`src/hdl/mct_pkg.sv`:
```
`timescale 1ns / 1ps

package mct_pkg;

   // Fixed field widths of the transaction payloads and registers.
   localparam int PMT_ID_W    = 6;
   localparam int REQUIRED_W  = 6;
   localparam int LEN_W       = 24;
   localparam int DISTINCT_W  = 6;
   localparam int TRIG_CNT_W  = 32;
   localparam int CSR_IDX_W   = 1;
   localparam int CSR_DATA_W  = 24;

   localparam logic [LEN_W-1:0]      WINDOW_LENGTH_RESET = 24'd320;
   localparam logic [REQUIRED_W-1:0] REQUIRED_PMTS_RESET = 6'd2;

   typedef enum logic [CSR_IDX_W-1:0] {
      CSR_WINDOW_LENGTH = 1'b0,
      CSR_REQUIRED_PMTS = 1'b1
   } csr_index_type;

   typedef enum logic [1:0] {
      ST_IDLE,
      ST_DIVIDE,
      ST_UPDATE
   } state_type;

   // Request from the sequencer to the tube tracker.
   typedef struct packed {
      logic                commit;
      logic [PMT_ID_W-1:0] pmt_id;
   } update_type;

   // Outcome of one hit as seen by the tube tracker.
   typedef struct packed {
      logic [DISTINCT_W-1:0] distinct_pmts;
      logic                  fired;
      logic [TRIG_CNT_W-1:0] trigger_count;
   } outcome_type;

endpackage

```
`src/hdl/mct_channels.sv`:
```
`timescale 1ns / 1ps

interface mct_req_if #(
   parameter int TIME_BITS = 40
) ();
   logic                          valid;
   logic                          ready;
   logic [TIME_BITS-1:0]          hit_time;
   logic [mct_pkg::PMT_ID_W-1:0]  pmt_id;

   modport source (output valid, hit_time, pmt_id, input ready);
   modport sink   (input valid, hit_time, pmt_id, output ready);
endinterface

interface mct_rsp_if #(
   parameter int TIME_BITS = 40
) ();
   logic                            valid;
   logic                            ready;
   logic [TIME_BITS-1:0]            window_index;
   logic [mct_pkg::DISTINCT_W-1:0]  distinct_pmts;
   logic                            fired;
   logic [mct_pkg::TRIG_CNT_W-1:0]  trigger_count;

   modport source (output valid, window_index, distinct_pmts, fired, trigger_count,
                   input ready);
   modport sink   (input valid, window_index, distinct_pmts, fired, trigger_count,
                   output ready);
endinterface

```
`src/hdl/mct_divider.sv`:
```
`timescale 1ns / 1ps

// Restoring divider, one quotient bit per cycle.
module mct_divider #(
   parameter int TIME_BITS = 40
) (
   input  logic                          clock,
   input  logic                          reset,
   input  logic                          start,
   input  logic [TIME_BITS-1:0]          dividend,
   input  logic [mct_pkg::LEN_W-1:0]     divisor,
   output logic                          done,
   output logic [TIME_BITS-1:0]          quotient
);

   localparam int CNT_W = $clog2(TIME_BITS + 1);

   logic                          busy_ff,  busy_in;
   logic                          done_ff,  done_in;
   logic [CNT_W-1:0]              cnt_ff,   cnt_in;
   logic [TIME_BITS-1:0]          quo_ff,   quo_in;
   logic [mct_pkg::LEN_W-1:0]     rem_ff,   rem_in;
   logic [mct_pkg::LEN_W-1:0]     div_ff,   div_in;
   logic [mct_pkg::LEN_W:0]       trial;
   logic [mct_pkg::LEN_W:0]       diff;
   logic                          ge;

   assign trial = {rem_ff, quo_ff[TIME_BITS-1]};
   assign diff  = trial - {1'b0, div_ff};
   assign ge    = trial >= {1'b0, div_ff};

   always_comb begin
      busy_in = busy_ff;
      done_in = 1'b0;
      cnt_in  = cnt_ff;
      quo_in  = quo_ff;
      rem_in  = rem_ff;
      div_in  = div_ff;
      if (start) begin
         busy_in = 1'b1;
         cnt_in  = CNT_W'(TIME_BITS);
         quo_in  = dividend;
         rem_in  = '0;
         // A zero length divides by one instead.
         div_in  = (divisor == '0) ? mct_pkg::LEN_W'(1) : divisor;
      end else if (busy_ff) begin
         quo_in = {quo_ff[TIME_BITS-2:0], ge};
         rem_in = ge ? diff[mct_pkg::LEN_W-1:0] : trial[mct_pkg::LEN_W-1:0];
         cnt_in = cnt_ff - CNT_W'(1);
         if (cnt_ff == CNT_W'(1)) begin
            busy_in = 1'b0;
            done_in = 1'b1;
         end
      end
   end

   always_ff @(posedge clock) begin
      if (reset) begin
         busy_ff <= 1'b0;
         done_ff <= 1'b0;
         cnt_ff  <= '0;
      end else begin
         busy_ff <= busy_in;
         done_ff <= done_in;
         cnt_ff  <= cnt_in;
      end
      quo_ff <= quo_in;
      rem_ff <= rem_in;
      div_ff <= div_in;
   end

   assign done     = done_ff;
   assign quotient = quo_ff;

endmodule

```
`src/hdl/mct_tube_tracker.sv`:
```
`timescale 1ns / 1ps

// Holds the window state, the tube bitmap and the fire counter.
module mct_tube_tracker #(
   parameter int NUM_TUBES = 36,
   parameter int TIME_BITS = 40
) (
   input  logic                               clock,
   input  logic                               reset,
   input  mct_pkg::update_type                update,
   input  logic [TIME_BITS-1:0]               window_index,
   input  logic [mct_pkg::REQUIRED_W-1:0]     required_pmts,
   output mct_pkg::outcome_type               outcome
);

   localparam int IDX_W = $clog2(NUM_TUBES);
   localparam int CW    = $clog2(NUM_TUBES + 1);
   localparam int CMP_W = mct_pkg::PMT_ID_W + 1;

   logic                               valid_ff,   valid_in;
   logic [TIME_BITS-1:0]               current_ff, current_in;
   logic [NUM_TUBES-1:0]               seen_ff,    seen_in;
   logic [CW-1:0]                      count_ff,   count_in;
   logic [mct_pkg::TRIG_CNT_W-1:0]     total_ff,   total_in;

   logic                               new_window;
   logic [NUM_TUBES-1:0]               base_seen;
   logic [CW-1:0]                      base_count;
   logic                               in_range;
   logic [IDX_W-1:0]                   tube_idx;
   logic                               is_new;
   logic                               fire;
   logic [CW+mct_pkg::DISTINCT_W-1:0]  count_ext;

   assign new_window = !valid_ff || (window_index != current_ff);
   assign base_seen  = new_window ? '0 : seen_ff;
   assign base_count = new_window ? '0 : count_ff;
   assign in_range   = {1'b0, update.pmt_id} < CMP_W'(NUM_TUBES);
   assign tube_idx   = update.pmt_id[IDX_W-1:0];
   assign is_new     = in_range && !base_seen[tube_idx];

   always_comb begin
      seen_in  = base_seen;
      count_in = base_count;
      fire     = 1'b0;
      total_in = total_ff;
      if (is_new) begin
         seen_in[tube_idx] = 1'b1;
         count_in          = base_count + CW'(1);
         if (CMP_W'(count_in) == {1'b0, required_pmts}) begin
            fire = 1'b1;
            if (!(&total_ff)) begin
               total_in = total_ff + mct_pkg::TRIG_CNT_W'(1);
            end
         end
      end
   end

   assign valid_in   = 1'b1;
   assign current_in = window_index;
   assign count_ext  = {{mct_pkg::DISTINCT_W{1'b0}}, count_in};

   always_ff @(posedge clock) begin
      if (reset) begin
         valid_ff   <= 1'b0;
         current_ff <= '0;
         seen_ff    <= '0;
         count_ff   <= '0;
         total_ff   <= '0;
      end else if (update.commit) begin
         valid_ff   <= valid_in;
         current_ff <= current_in;
         seen_ff    <= seen_in;
         count_ff   <= count_in;
         total_ff   <= total_in;
      end
   end

   assign outcome.distinct_pmts = count_ext[mct_pkg::DISTINCT_W-1:0];
   assign outcome.fired         = fire;
   assign outcome.trigger_count = total_in;

endmodule

```
`src/hdl/multiplicity_coincidence_trigger_core.sv`:
```
`timescale 1ns / 1ps

// Multiplicity coincidence trigger. Each hit transaction carries an arrival time
// and a tube number; the block divides the time by window_length to find the
// window number, clears its tube bitmap whenever that number changes, and marks
// the hit as fired when it is the one that first brings the count of distinct
// tubes in its window up to required_pmts. One result transaction leaves for
// every hit. Each hit passes from acceptance through the bit-serial restoring
// divider, which produces one quotient bit per cycle, to the sequencer, which
// picks up the divider's done flag, and then updates the bitmap and the
// counters and registers the result. The block takes one hit at a time, but it
// accepts the next hit while the previous result is still waiting in the output
// register, though not before that result is registered; a result that is held
// back in the output register delays the update of the following hit for as
// long as it waits. A window length of zero is treated as one, tube numbers at
// or above NUM_TUBES are not recorded and cannot fire, and the trigger count
// saturates at its maximum. The configuration registers should only be written
// while no hit is in flight.
module multiplicity_coincidence_trigger_core #(
   parameter int NUM_TUBES = 36,
   parameter int TIME_BITS = 40
) (
   input  logic                                clock,
   input  logic                                reset,
   mct_req_if.sink                             req_bus,
   mct_rsp_if.source                           rsp_bus,
   input  logic                                csr_write_en,
   input  logic [mct_pkg::CSR_IDX_W-1:0]       csr_index,
   input  logic [mct_pkg::CSR_DATA_W-1:0]      csr_wdata
);

   mct_pkg::state_type                 state_ff, state_in;

   logic [mct_pkg::LEN_W-1:0]          window_length_ff, window_length_in;
   logic [mct_pkg::REQUIRED_W-1:0]     required_ff,      required_in;

   logic [mct_pkg::PMT_ID_W-1:0]       pmt_ff,           pmt_in;

   logic                               rsp_valid_ff,     rsp_valid_in;
   logic [TIME_BITS-1:0]               window_ff,        window_in;
   mct_pkg::outcome_type               outcome_ff,       outcome_in;

   logic                               accept;
   logic                               out_free;
   logic                               div_done;
   logic [TIME_BITS-1:0]               quotient;
   mct_pkg::update_type                update;
   mct_pkg::outcome_type               outcome;

   // Configuration registers; the index is decoded against the register map.
   always_comb begin
      window_length_in = window_length_ff;
      required_in      = required_ff;
      if (csr_write_en) begin
         unique case (mct_pkg::csr_index_type'(csr_index))
            mct_pkg::CSR_WINDOW_LENGTH: window_length_in = csr_wdata;
            mct_pkg::CSR_REQUIRED_PMTS: required_in      = csr_wdata[mct_pkg::REQUIRED_W-1:0];
            default: ;
         endcase
      end
   end

   always_ff @(posedge clock) begin
      if (reset) begin
         window_length_ff <= mct_pkg::WINDOW_LENGTH_RESET;
         required_ff      <= mct_pkg::REQUIRED_PMTS_RESET;
      end else begin
         window_length_ff <= window_length_in;
         required_ff      <= required_in;
      end
   end

   // The output register is free when empty or when its transaction leaves now.
   assign out_free = !rsp_valid_ff || rsp_bus.ready;
   assign accept   = req_bus.valid && req_bus.ready;

   // Sequencer: take a hit, divide its time, then commit once the output is free.
   always_comb begin
      state_in = state_ff;
      unique case (state_ff)
         mct_pkg::ST_IDLE:   if (req_bus.valid) state_in = mct_pkg::ST_DIVIDE;
         mct_pkg::ST_DIVIDE: if (div_done)      state_in = mct_pkg::ST_UPDATE;
         mct_pkg::ST_UPDATE: if (out_free)      state_in = mct_pkg::ST_IDLE;
         default:                               state_in = mct_pkg::ST_IDLE;
      endcase
   end

   always_comb begin
      req_bus.ready = 1'b0;
      update.commit = 1'b0;
      update.pmt_id = pmt_ff;
      unique case (state_ff)
         mct_pkg::ST_IDLE:   req_bus.ready = 1'b1;
         mct_pkg::ST_DIVIDE: ;
         mct_pkg::ST_UPDATE: update.commit = out_free;
         default: ;
      endcase
   end

   assign pmt_in = accept ? req_bus.pmt_id : pmt_ff;

   always_ff @(posedge clock) begin
      if (reset) begin
         state_ff <= mct_pkg::ST_IDLE;
      end else begin
         state_ff <= state_in;
      end
      pmt_ff <= pmt_in;
   end

   mct_divider #(
      .TIME_BITS (TIME_BITS)
   ) u_divider (
      .clock    (clock),
      .reset    (reset),
      .start    (accept),
      .dividend (req_bus.hit_time),
      .divisor  (window_length_ff),
      .done     (div_done),
      .quotient (quotient)
   );

   mct_tube_tracker #(
      .NUM_TUBES (NUM_TUBES),
      .TIME_BITS (TIME_BITS)
   ) u_tracker (
      .clock         (clock),
      .reset         (reset),
      .update        (update),
      .window_index  (quotient),
      .required_pmts (required_ff),
      .outcome       (outcome)
   );

   // Output register for the result transaction.
   always_comb begin
      rsp_valid_in = rsp_valid_ff;
      window_in    = window_ff;
      outcome_in   = outcome_ff;
      if (rsp_valid_ff && rsp_bus.ready) begin
         rsp_valid_in = 1'b0;
      end
      if (update.commit) begin
         rsp_valid_in = 1'b1;
         window_in    = quotient;
         outcome_in   = outcome;
      end
   end

   always_ff @(posedge clock) begin
      if (reset) begin
         rsp_valid_ff <= 1'b0;
      end else begin
         rsp_valid_ff <= rsp_valid_in;
      end
      window_ff  <= window_in;
      outcome_ff <= outcome_in;
   end

   assign rsp_bus.valid         = rsp_valid_ff;
   assign rsp_bus.window_index  = window_ff;
   assign rsp_bus.distinct_pmts = outcome_ff.distinct_pmts;
   assign rsp_bus.fired         = outcome_ff.fired;
   assign rsp_bus.trigger_count = outcome_ff.trigger_count;

endmodule
```
`src/flat_wrapper.sv`:
```
// flat-port wrapper written by rule: the top's interface ports become plain ports
module multiplicity_coincidence_trigger_core_flat 
#(
   parameter int NUM_TUBES = 36,
   parameter int TIME_BITS = 40
)
  (clock, reset, csr_write_en, csr_index, csr_wdata, req_bus_valid, req_bus_hit_time, req_bus_pmt_id, req_bus_ready, rsp_bus_valid, rsp_bus_window_index, rsp_bus_distinct_pmts, rsp_bus_fired, rsp_bus_trigger_count, rsp_bus_ready);
  mct_req_if #(.TIME_BITS(TIME_BITS)) req_bus_i ();
  mct_rsp_if #(.TIME_BITS(TIME_BITS)) rsp_bus_i ();
  input  logic clock;
  input  logic reset;
  input  logic csr_write_en;
  input  logic [mct_pkg::CSR_IDX_W-1:0] csr_index;
  input  logic [mct_pkg::CSR_DATA_W-1:0] csr_wdata;
  input wire logic [$bits(req_bus_i.valid)-1:0] req_bus_valid;
  input wire logic [$bits(req_bus_i.hit_time)-1:0] req_bus_hit_time;
  input wire logic [$bits(req_bus_i.pmt_id)-1:0] req_bus_pmt_id;
  output wire logic [$bits(req_bus_i.ready)-1:0] req_bus_ready;
  output wire logic [$bits(rsp_bus_i.valid)-1:0] rsp_bus_valid;
  output wire logic [$bits(rsp_bus_i.window_index)-1:0] rsp_bus_window_index;
  output wire logic [$bits(rsp_bus_i.distinct_pmts)-1:0] rsp_bus_distinct_pmts;
  output wire logic [$bits(rsp_bus_i.fired)-1:0] rsp_bus_fired;
  output wire logic [$bits(rsp_bus_i.trigger_count)-1:0] rsp_bus_trigger_count;
  input wire logic [$bits(rsp_bus_i.ready)-1:0] rsp_bus_ready;
  assign req_bus_i.valid = req_bus_valid;
  assign req_bus_i.hit_time = req_bus_hit_time;
  assign req_bus_i.pmt_id = req_bus_pmt_id;
  assign req_bus_ready = req_bus_i.ready;
  assign rsp_bus_valid = rsp_bus_i.valid;
  assign rsp_bus_window_index = rsp_bus_i.window_index;
  assign rsp_bus_distinct_pmts = rsp_bus_i.distinct_pmts;
  assign rsp_bus_fired = rsp_bus_i.fired;
  assign rsp_bus_trigger_count = rsp_bus_i.trigger_count;
  assign rsp_bus_i.ready = rsp_bus_ready;
  multiplicity_coincidence_trigger_core #(.NUM_TUBES(NUM_TUBES), .TIME_BITS(TIME_BITS)) u_core (.clock(clock), .reset(reset), .req_bus(req_bus_i), .rsp_bus(rsp_bus_i), .csr_write_en(csr_write_en), .csr_index(csr_index), .csr_wdata(csr_wdata));
endmodule
```
`config.mk`:
```
export PLATFORM = sky130hd
export DESIGN_NAME = multiplicity_coincidence_trigger_core_flat
export DESIGN_NICKNAME = d
export VERILOG_FILES = /design/src/hdl/mct_pkg.sv /design/src/hdl/mct_channels.sv /design/src/hdl/mct_divider.sv /design/src/hdl/mct_tube_tracker.sv /design/src/hdl/multiplicity_coincidence_trigger_core.sv /design/src/flat_wrapper.sv
export SDC_FILE = /design/constraint.sdc
export NUM_CORES = 1
export LEC_CHECK = 0
export ABC_AREA = 1
export ABC_CLOCK_PERIOD_IN_PS = 4800
export CORE_MARGIN = 10
export CORE_UTILIZATION = 31
export CTS_CLUSTER_SIZE = 20
export DETAILED_ROUTE_END_ITERATION = 12
export DONT_BUFFER_PORTS = 1
export PLACE_DENSITY_LB_ADDON = 0.25
export SLEW_MARGIN = 10
export SYNTH_ARGS = -nofsm -noshare
export SYNTH_HDL_FRONTEND = slang
export SYNTH_SLANG_ARGS = --single-unit
export TNS_END_PERCENT = 100
```
`constraint.sdc`:
```
create_clock -name clock -period 4.8 [get_ports clock]
set_input_delay 1.2 -clock clock [delete_from_list [all_inputs] [get_ports clock]]
set_output_delay 1.2 -clock clock [all_outputs]
set_load 0.01 [all_outputs]
```
==> results_dict.tcl, run 1 <==
set metrics [dict create \
    io_pins 157 \
    post_cts_buffers 0 \
    route.detailed.wl_per_inst_microns 17.0 \
    worstSetupStartpointType "flip-flop" \
    clock.fmax_mhz 254 \
    synth_cell_types 48 \
    setup_viol 0 \
    ys_warn_count 0 \
    r2r_end "u_core.rsp_bus.trigger_count[30]" \
    finalNetCount 2274 \
    hold_start "u_core.window_length_ff[19]" \
    netlist.area_leader.share 0.267 \
    worstRegToRegCells 22 \
    seq_area_sq_um 8080 \
    tightest_slew_ns 1.09 \
    crit_slowest_cell "edfxtp_1" \
    ctsResizeCount 0 \
    rsz0062_at_grt "no" \
    async_reset_ff_frac 0 \
    vias 14400 \
    cp_max_fo 14 \
    clock-sinks 329 \
    power_density_nw_per_um2 401 \
    rows 85 \
    grt_usage 0.150 \
    multi_input_comb_area_sq_um 7220 \
    netlist_area_sq_um 16800 \
    worstHoldPathCells 0 \
    cts_buffers 41 \
    fillerInstances 5633 \
    drt-total-wl_mm 49.3 \
    final-max-slew-violation-count 0 \
    crit_arrival_ns 4.25 \
    rrSetupSlack_ns 0.87 \
    total_power_mw 7.51 \
    drc 0 \
    overflow 0 \
    grt_pass1_wl_mm 76.3 \
    clk_pin_slew_worst_paths_ns 0.06 \
    synth_top_area_cell "edfxtp_1" \
    fp.dieH_microns 253 \
    initialDrtViolationCount 1073 \
    initial_core_util 0.312 \
    cts_tree "yes" \
    antenna_found_initial 0 \
    critPathMostFrequentCell "nand2_1" \
    period_minus_slack_ns 3.93 \
    fin_crit_sh 0.819 \
    grt_max_degree 79 \
    crit_family "simple AND/OR/NAND/NOR gates" \
    r2r-start "u_core.u_divider.quotient[33]" \
    port-buffer-count 0 \
    area_growth_pct 11.7 \
    whs_endpoint "u_core.u_divider.div_ff[19]" \
    drive_gt1_frac 0.0645 \
    yosysSeqAreaShare 0.481 \
    place_congestion 0.877 \
    syn_area_per_cell_sq_um 7.59 \
    clockBufferDepth 3 \
    hold_buffers 0 \
    layout_commonest_cell "nand2_1" \
    cp_cell_sequence "nand2_1 > nand2_1 > nor2_1 > nand2_1 > nor2_1 > inv_1 > nor2_1 > nand2_1 > nor2_2 > inv_1 > nor2_1 > ha_1 > xnor2_1 > nand2_1 > nor2_1 > nand2_2 > nor2_4 > nand2_2 > nor2_4 > nand3_1 > nand2_1 > inv_1" \
    max_cap_violations 0 \
    grt_pass1_vias 13400 \
    cp_slowest_stage_delay_ns 0.43 \
    ant_nets 0 \
    timing.final.hold_violations 0 \
    htreeDepth 2 \
    firstDrtPassIters 5 \
    insertion_delay_ns 0.57 \
    endpoint_kind "flip-flop" \
    outcome "finished clean" \
    syn_inst 2212 \
    synthTopCellsByArea "edfxtp_1, dfxtp_1, nand2_1" \
    final_cell_mix "nand2_1, inv_1, dfxtp_1, nor2_1, o21ai_0" \
    cts-root-buf "clkbuf_16" \
    syn-num-nets 2317 \
    crit_type "flip-flop to flip-flop" \
    peakVddDrop_mv 0.201 \
    path_buf_inv 3 \
    cp.required_ns 5.12 \
    synth_edf_count 149 \
    fin_tns_setup_ns 0 \
    maxSlewHeadroom 0.275 \
    viasPerCell 4.96 \
    hold_class "flip-flop to flip-flop" \
    skew_ns 0.0227 \
    cellLeakagePower_nw 7.62 \
    die_w_microns 253 \
    ys_ff_latch 329 \
    coreArea_sq_um 53700 \
    place_hpwl_mm 34.5 \
    synth-main-ff-cell "dfxtp_1" \
    dieArea_sq_um 63800 \
]
## cells in the mapped netlist (4+ instances only)
cell and number:
a31oi_1 5, nor2_2 7, inv_1 260, xnor2_1 15, o21ai_1 6, nand3_2 9
ha_1 28, clkbuf_1 78, nand3b_1 5, or2_2 6, buf_2 12, nand2_1 598
nand4_1 65, a21oi_1 163, nand3_1 138, buf_6 4, nor3_1 38, buf_1 9
nor4_1 13, nor2_1 177, nand2_2 9, buf_4 4, inv_2 16, edfxtp_1 149
xor2_1 13, o211ai_1 5, o21ai_0 164, dfxtp_1 180, nor2_4 5, o22ai_1 7
## flip-flops by register name, indices dropped and copies added, names as in the netlist, 24 cells and up
signal and flops:
u_core.u_divider.quotient 40, u_core.rsp_bus.window_index 40, u_core.u_tracker.current_ff 40, u_core.u_divider.rem_ff 24, u_core.u_tracker.seen_ff 36, u_core.u_divider.div_ff 24, u_core.window_length_ff 24, u_core.u_tracker.total_ff 32
u_core.rsp_bus.trigger_count 32
## stage by stage
step	hold WS (ns)	worst slack, ns	utilization	instance area, sq um	std cells
3_5_place_dp	0.444	0.883	0.323	17400	2822
2_1_floorplan	0.444	0.294	-	16800	2212
3_3_place_gp	0.444	0.911	0.323	17400	2822
4_1_cts	0.459	0.868	0.349	18700	2897
6_report	0.459	0.870	0.349	18700	2898
5_1_grt	0.464	0.499	0.349	18700	2897
## power breakdown
part | total, mW | leakage, nW | internal (mW) | switching, mW
sequential | 3.24 | 2.86 | 3.11 | 0.134
clock | 3.17 | 0.660 | 1.92 | 1.26
combinational | 1.10 | 4.10 | 0.373 | 0.724
total | 7.51 | 7.62 | 5.40 | 2.11
## final cells by class
| class | instances | area share |
|---|---|---|
| Multi-Input combinational cell | 1499 | 0.385 |
| Tap cell | 696 | 0.0464 |
| Sequential cell | 329 | 0.431 |
| Timing Repair Buffer | 21 | 0.00841 |
| Antenna cell | 1 | 0.000133 |
| Inverter | 277 | 0.0559 |
| Clock inverter | 15 | 0.0110 |
| Clock buffer | 60 | 0.0624 |
## logic make-up after synthesis
| logic type | Yosys count | share of synthesized area |
|---|---|---|
| compound gates | 364 | 0.113 |
| xor+xnor | 28 | 0.0146 |
| buf+inv | 384 | 0.0895 |
| flops | 329 | 0.481 |
| simple gates | 1078 | 0.280 |
| fa+ha+maj | 29 | 0.0221 |
## worst max path at each step
stage	startpoint	endpoint	slack [ns]	cells after the start
final	u_core.u_divider.quotient[33]	u_core.rsp_bus.trigger_count[30]	0.87	22
after floorplan	rsp_bus_ready	u_core.rsp_bus.distinct_pmts[0]	0.29	6
after global routing	u_core.u_divider.quotient[33]	u_core.rsp_bus.trigger_count[30]	0.50	22
after global placement	u_core.u_divider.quotient[33]	u_core.rsp_bus.trigger_count[30]	0.91	22
after CTS	u_core.u_divider.quotient[8]	u_core.rsp_bus.trigger_count[30]	0.87	17
after detailed placement	u_core.u_divider.quotient[8]	u_core.rsp_bus.trigger_count[30]	0.88	17
## worst register-to-register path: stages (launching register included)
cell and delay [ns]:
edfxtp_1 0.43, nand2_1 0.20, nand2_1 0.10, nor2_1 0.11, nand2_1 0.06, nor2_1 0.16, inv_1 0.06, nor2_1 0.10
nand2_1 0.07, nor2_2 0.28, inv_1 0.16, nor2_1 0.16, ha_1 0.28, xnor2_1 0.14, nand2_1 0.07, nor2_1 0.15
nand2_2 0.09, nor2_4 0.32, nand2_2 0.11, nor2_4 0.37, nand3_1 0.13, nand2_1 0.10, inv_1 0.04
## layer usage
metal  track usage  wire length, microns  vias to the layer above
met4        0.0483                  1280                        0
li1              -                     -                     7188
met5             0                     0                        -
met2         0.234                 22200                      348
met1         0.202                 22900                     6775
met3        0.0352                  2910                       61
Power figures use the tool's default switching activity.
==> run 2: changes to the inputs <==
--- a/config.mk
+++ b/config.mk
@@ -6,7 +6,7 @@
 export NUM_CORES = 1
 export LEC_CHECK = 0
 export ABC_AREA = 1
-export ABC_CLOCK_PERIOD_IN_PS = 4800
+export ABC_CLOCK_PERIOD_IN_PS = 3300
 export CORE_MARGIN = 10
 export CORE_UTILIZATION = 31
 export CTS_CLUSTER_SIZE = 20
==> constraint.sdc (replaced) <==
create_clock -name clock -period 3.3 [get_ports clock]
set_input_delay 0.825 -clock clock [delete_from_list [all_inputs] [get_ports clock]]
set_output_delay 0.825 -clock clock [all_outputs]
set_load 0.01 [all_outputs]
==> results_dict.tcl, run 2 (synthesis gave the netlist of run 1 again) <==
set metrics [dict create \
    cp_max_fo 8 \
    port-buffer-count 0 \
    drc 0 \
    layout_commonest_cell "nand2_1" \
    cts_buffers 41 \
    clk_pin_slew_worst_paths_ns 0.06 \
    tightest_slew_ns 0.901 \
    fin_crit_sh 0.956 \
    fin_hold_ws_ns 0.325 \
    setup_viol 0 \
    final_cell_mix "nand2_1, inv_1, dfxtp_1, nor2_1" \
    peakVddDrop_mv 0.340 \
    maxSlewHeadroom 0.397 \
    drive_gt1_frac 0.121 \
    clock-sinks 329 \
    hold_class "input port to flip-flop" \
    insertion_delay_ns 0.58 \
    rows 85 \
    viasPerCell 4.93 \
    total_power_mw 11.3 \
    utilization 0.366 \
    grt_max_degree 129 \
    crit_slowest_cell "edfxtp_1" \
    dieArea_sq_um 63800 \
    timing.final.hold_violations 0 \
    die_w_microns 253 \
    vias 14600 \
    rsz0062_at_grt "yes" \
    cellLeakagePower_nw 8.08 \
    fp.dieH_microns 253 \
    place_ws_ns -0.170 \
    firstDrtPassIters 5 \
    ant_nets 0 \
    grt_pass1_vias 13700 \
    power_density_nw_per_um2 577 \
    antenna_found_initial 0 \
    grt_usage 0.154 \
    place_hpwl_mm 35.1 \
    finalNetCount 2344 \
    route.detailed.wl_per_inst_microns 16.9 \
    cts-root-buf "clkbuf_16" \
    path_buf_inv 4 \
    initialDrtViolationCount 1020 \
    overflow 0 \
    clockBufferDepth 3 \
    place_inst 2879 \
    worstSetupStartpointType "flip-flop" \
    clock.fmax_mhz 317 \
    place_congestion 0.894 \
    endpoint_kind "flip-flop" \
    fin_tns_setup_ns 0 \
    skew_ns 0.0209 \
    finalInstanceArea_sq_um 19700 \
    area_growth_pct 17.1 \
    final-max-slew-violation-count 0 \
    initial_core_util 0.312 \
    coreArea_sq_um 53700 \
    cp.required_ns 3.61 \
    htreeDepth 2 \
    critPathMostFrequentCell "nand2_1" \
    cts_tree "yes" \
    crit_type "flip-flop to flip-flop" \
    period_minus_slack_ns 3.16 \
    drt-total-wl_mm 50.3 \
    diodes 0 \
    cp_cell_sequence "buf_6 > inv_4 > nand2_4 > nand2_2 > nor2_2 > nand2_1 > nor2_1 > nand2_1 > nor2_1 > nand3_1 > inv_1 > ha_4 > xnor2_2 > nand2_1 > nor2_2 > nand2_2 > nor2_4 > nand3_4 > buf_12 > nand2_2 > nand2_1 > nand2_1 > nand2_1" \
    hold_buffers 0 \
    cp_slowest_stage_delay_ns 0.42 \
    io_pins 157 \
    finalNonFillerCells 2968 \
    max_cap_violations 0 \
    crit_arrival_ns 3.47 \
    crit_family "simple AND/OR/NAND/NOR gates" \
    outcome "finished clean" \
    place_area_sq_um 17900 \
    grt_pass1_wl_mm 78.1 \
    setup_slack_ns 0.144 \
]
-- run 2: changes by cell type in the layout (fill, tap and decap cells not counted), moves of 3 or more --
cell / change
inv_1: -4
nand2_1: -36
buf_4: +56
inv_2: +3
buf_12: +6
nand2_2: +32
nand2_4: +4
nor2_1: -8
buf_6: +6
clkbuf_1: -4
nor2_2: +6
-- run 2: layout make-up --
cell class / count / area, sq um
clock buffers: 57 / 1160
repair buffers: 91 / 796
flip-flops and latches: 329 / 8080
multi-input cells: 1499 / 7390
well taps: 696 / 871
inverters: 277 / 1050
fillers: 5514 / 34100
clock inverters: 19 / 310
-- run 2: worst paths after layout --
kind | startpoint | endpoint | slack [ns] | depth (start not counted)
hold reg to reg | u_core.window_length_ff[4] | u_core.u_divider.div_ff[4] | 0.46 | 0
setup reg to reg | u_core.u_divider.quotient[33] | u_core.rsp_bus.trigger_count[20] | 0.14 | 23
setup / recovery | u_core.u_divider.quotient[33] | u_core.rsp_bus.trigger_count[20] | 0.14 | 23
hold / removal | reset | u_core.u_tracker.seen_ff[7] | 0.32 | 1
-- run 2: worst register-to-register path: stages, from the launching register on --
cell,delay [ns]
edfxtp_1,0.42
buf_6,0.14
inv_4,0.04
nand2_4,0.06
nand2_2,0.06
nor2_2,0.11
nand2_1,0.06
nor2_1,0.09
nand2_1,0.09
nor2_1,0.18
nand3_1,0.13
inv_1,0.14
ha_4,0.23
xnor2_2,0.14
nand2_1,0.08
nor2_2,0.16
nand2_2,0.08
nor2_4,0.14
nand3_4,0.12
buf_12,0.17
nand2_2,0.05
nand2_1,0.06
nand2_1,0.08
nand2_1,0.06
-- run 2: per-layer routing --
metal,share of wire,up-vias,global-route usage
met5,0,-,0
met4,0.023,0,0.0438
met3,0.052,61,0.0278
met2,0.45,339,0.243
met1,0.47,6883,0.211
li1,-,7338,-
-- run 2: repair_timing --
item,CTS,global route
resized for setup,3,70
hold endpoints to repair,0,0
setup buffers,4,9
pin swaps,0,26
setup endpoints to repair,47,66
-- run 2: report_power, final --
part	switching [mW]	total, mW	internal [mW]
registers	0.178	4.69	4.52
clock network	1.88	4.84	2.96
logic	1.13	1.81	0.680
total	3.18	11.3	8.16
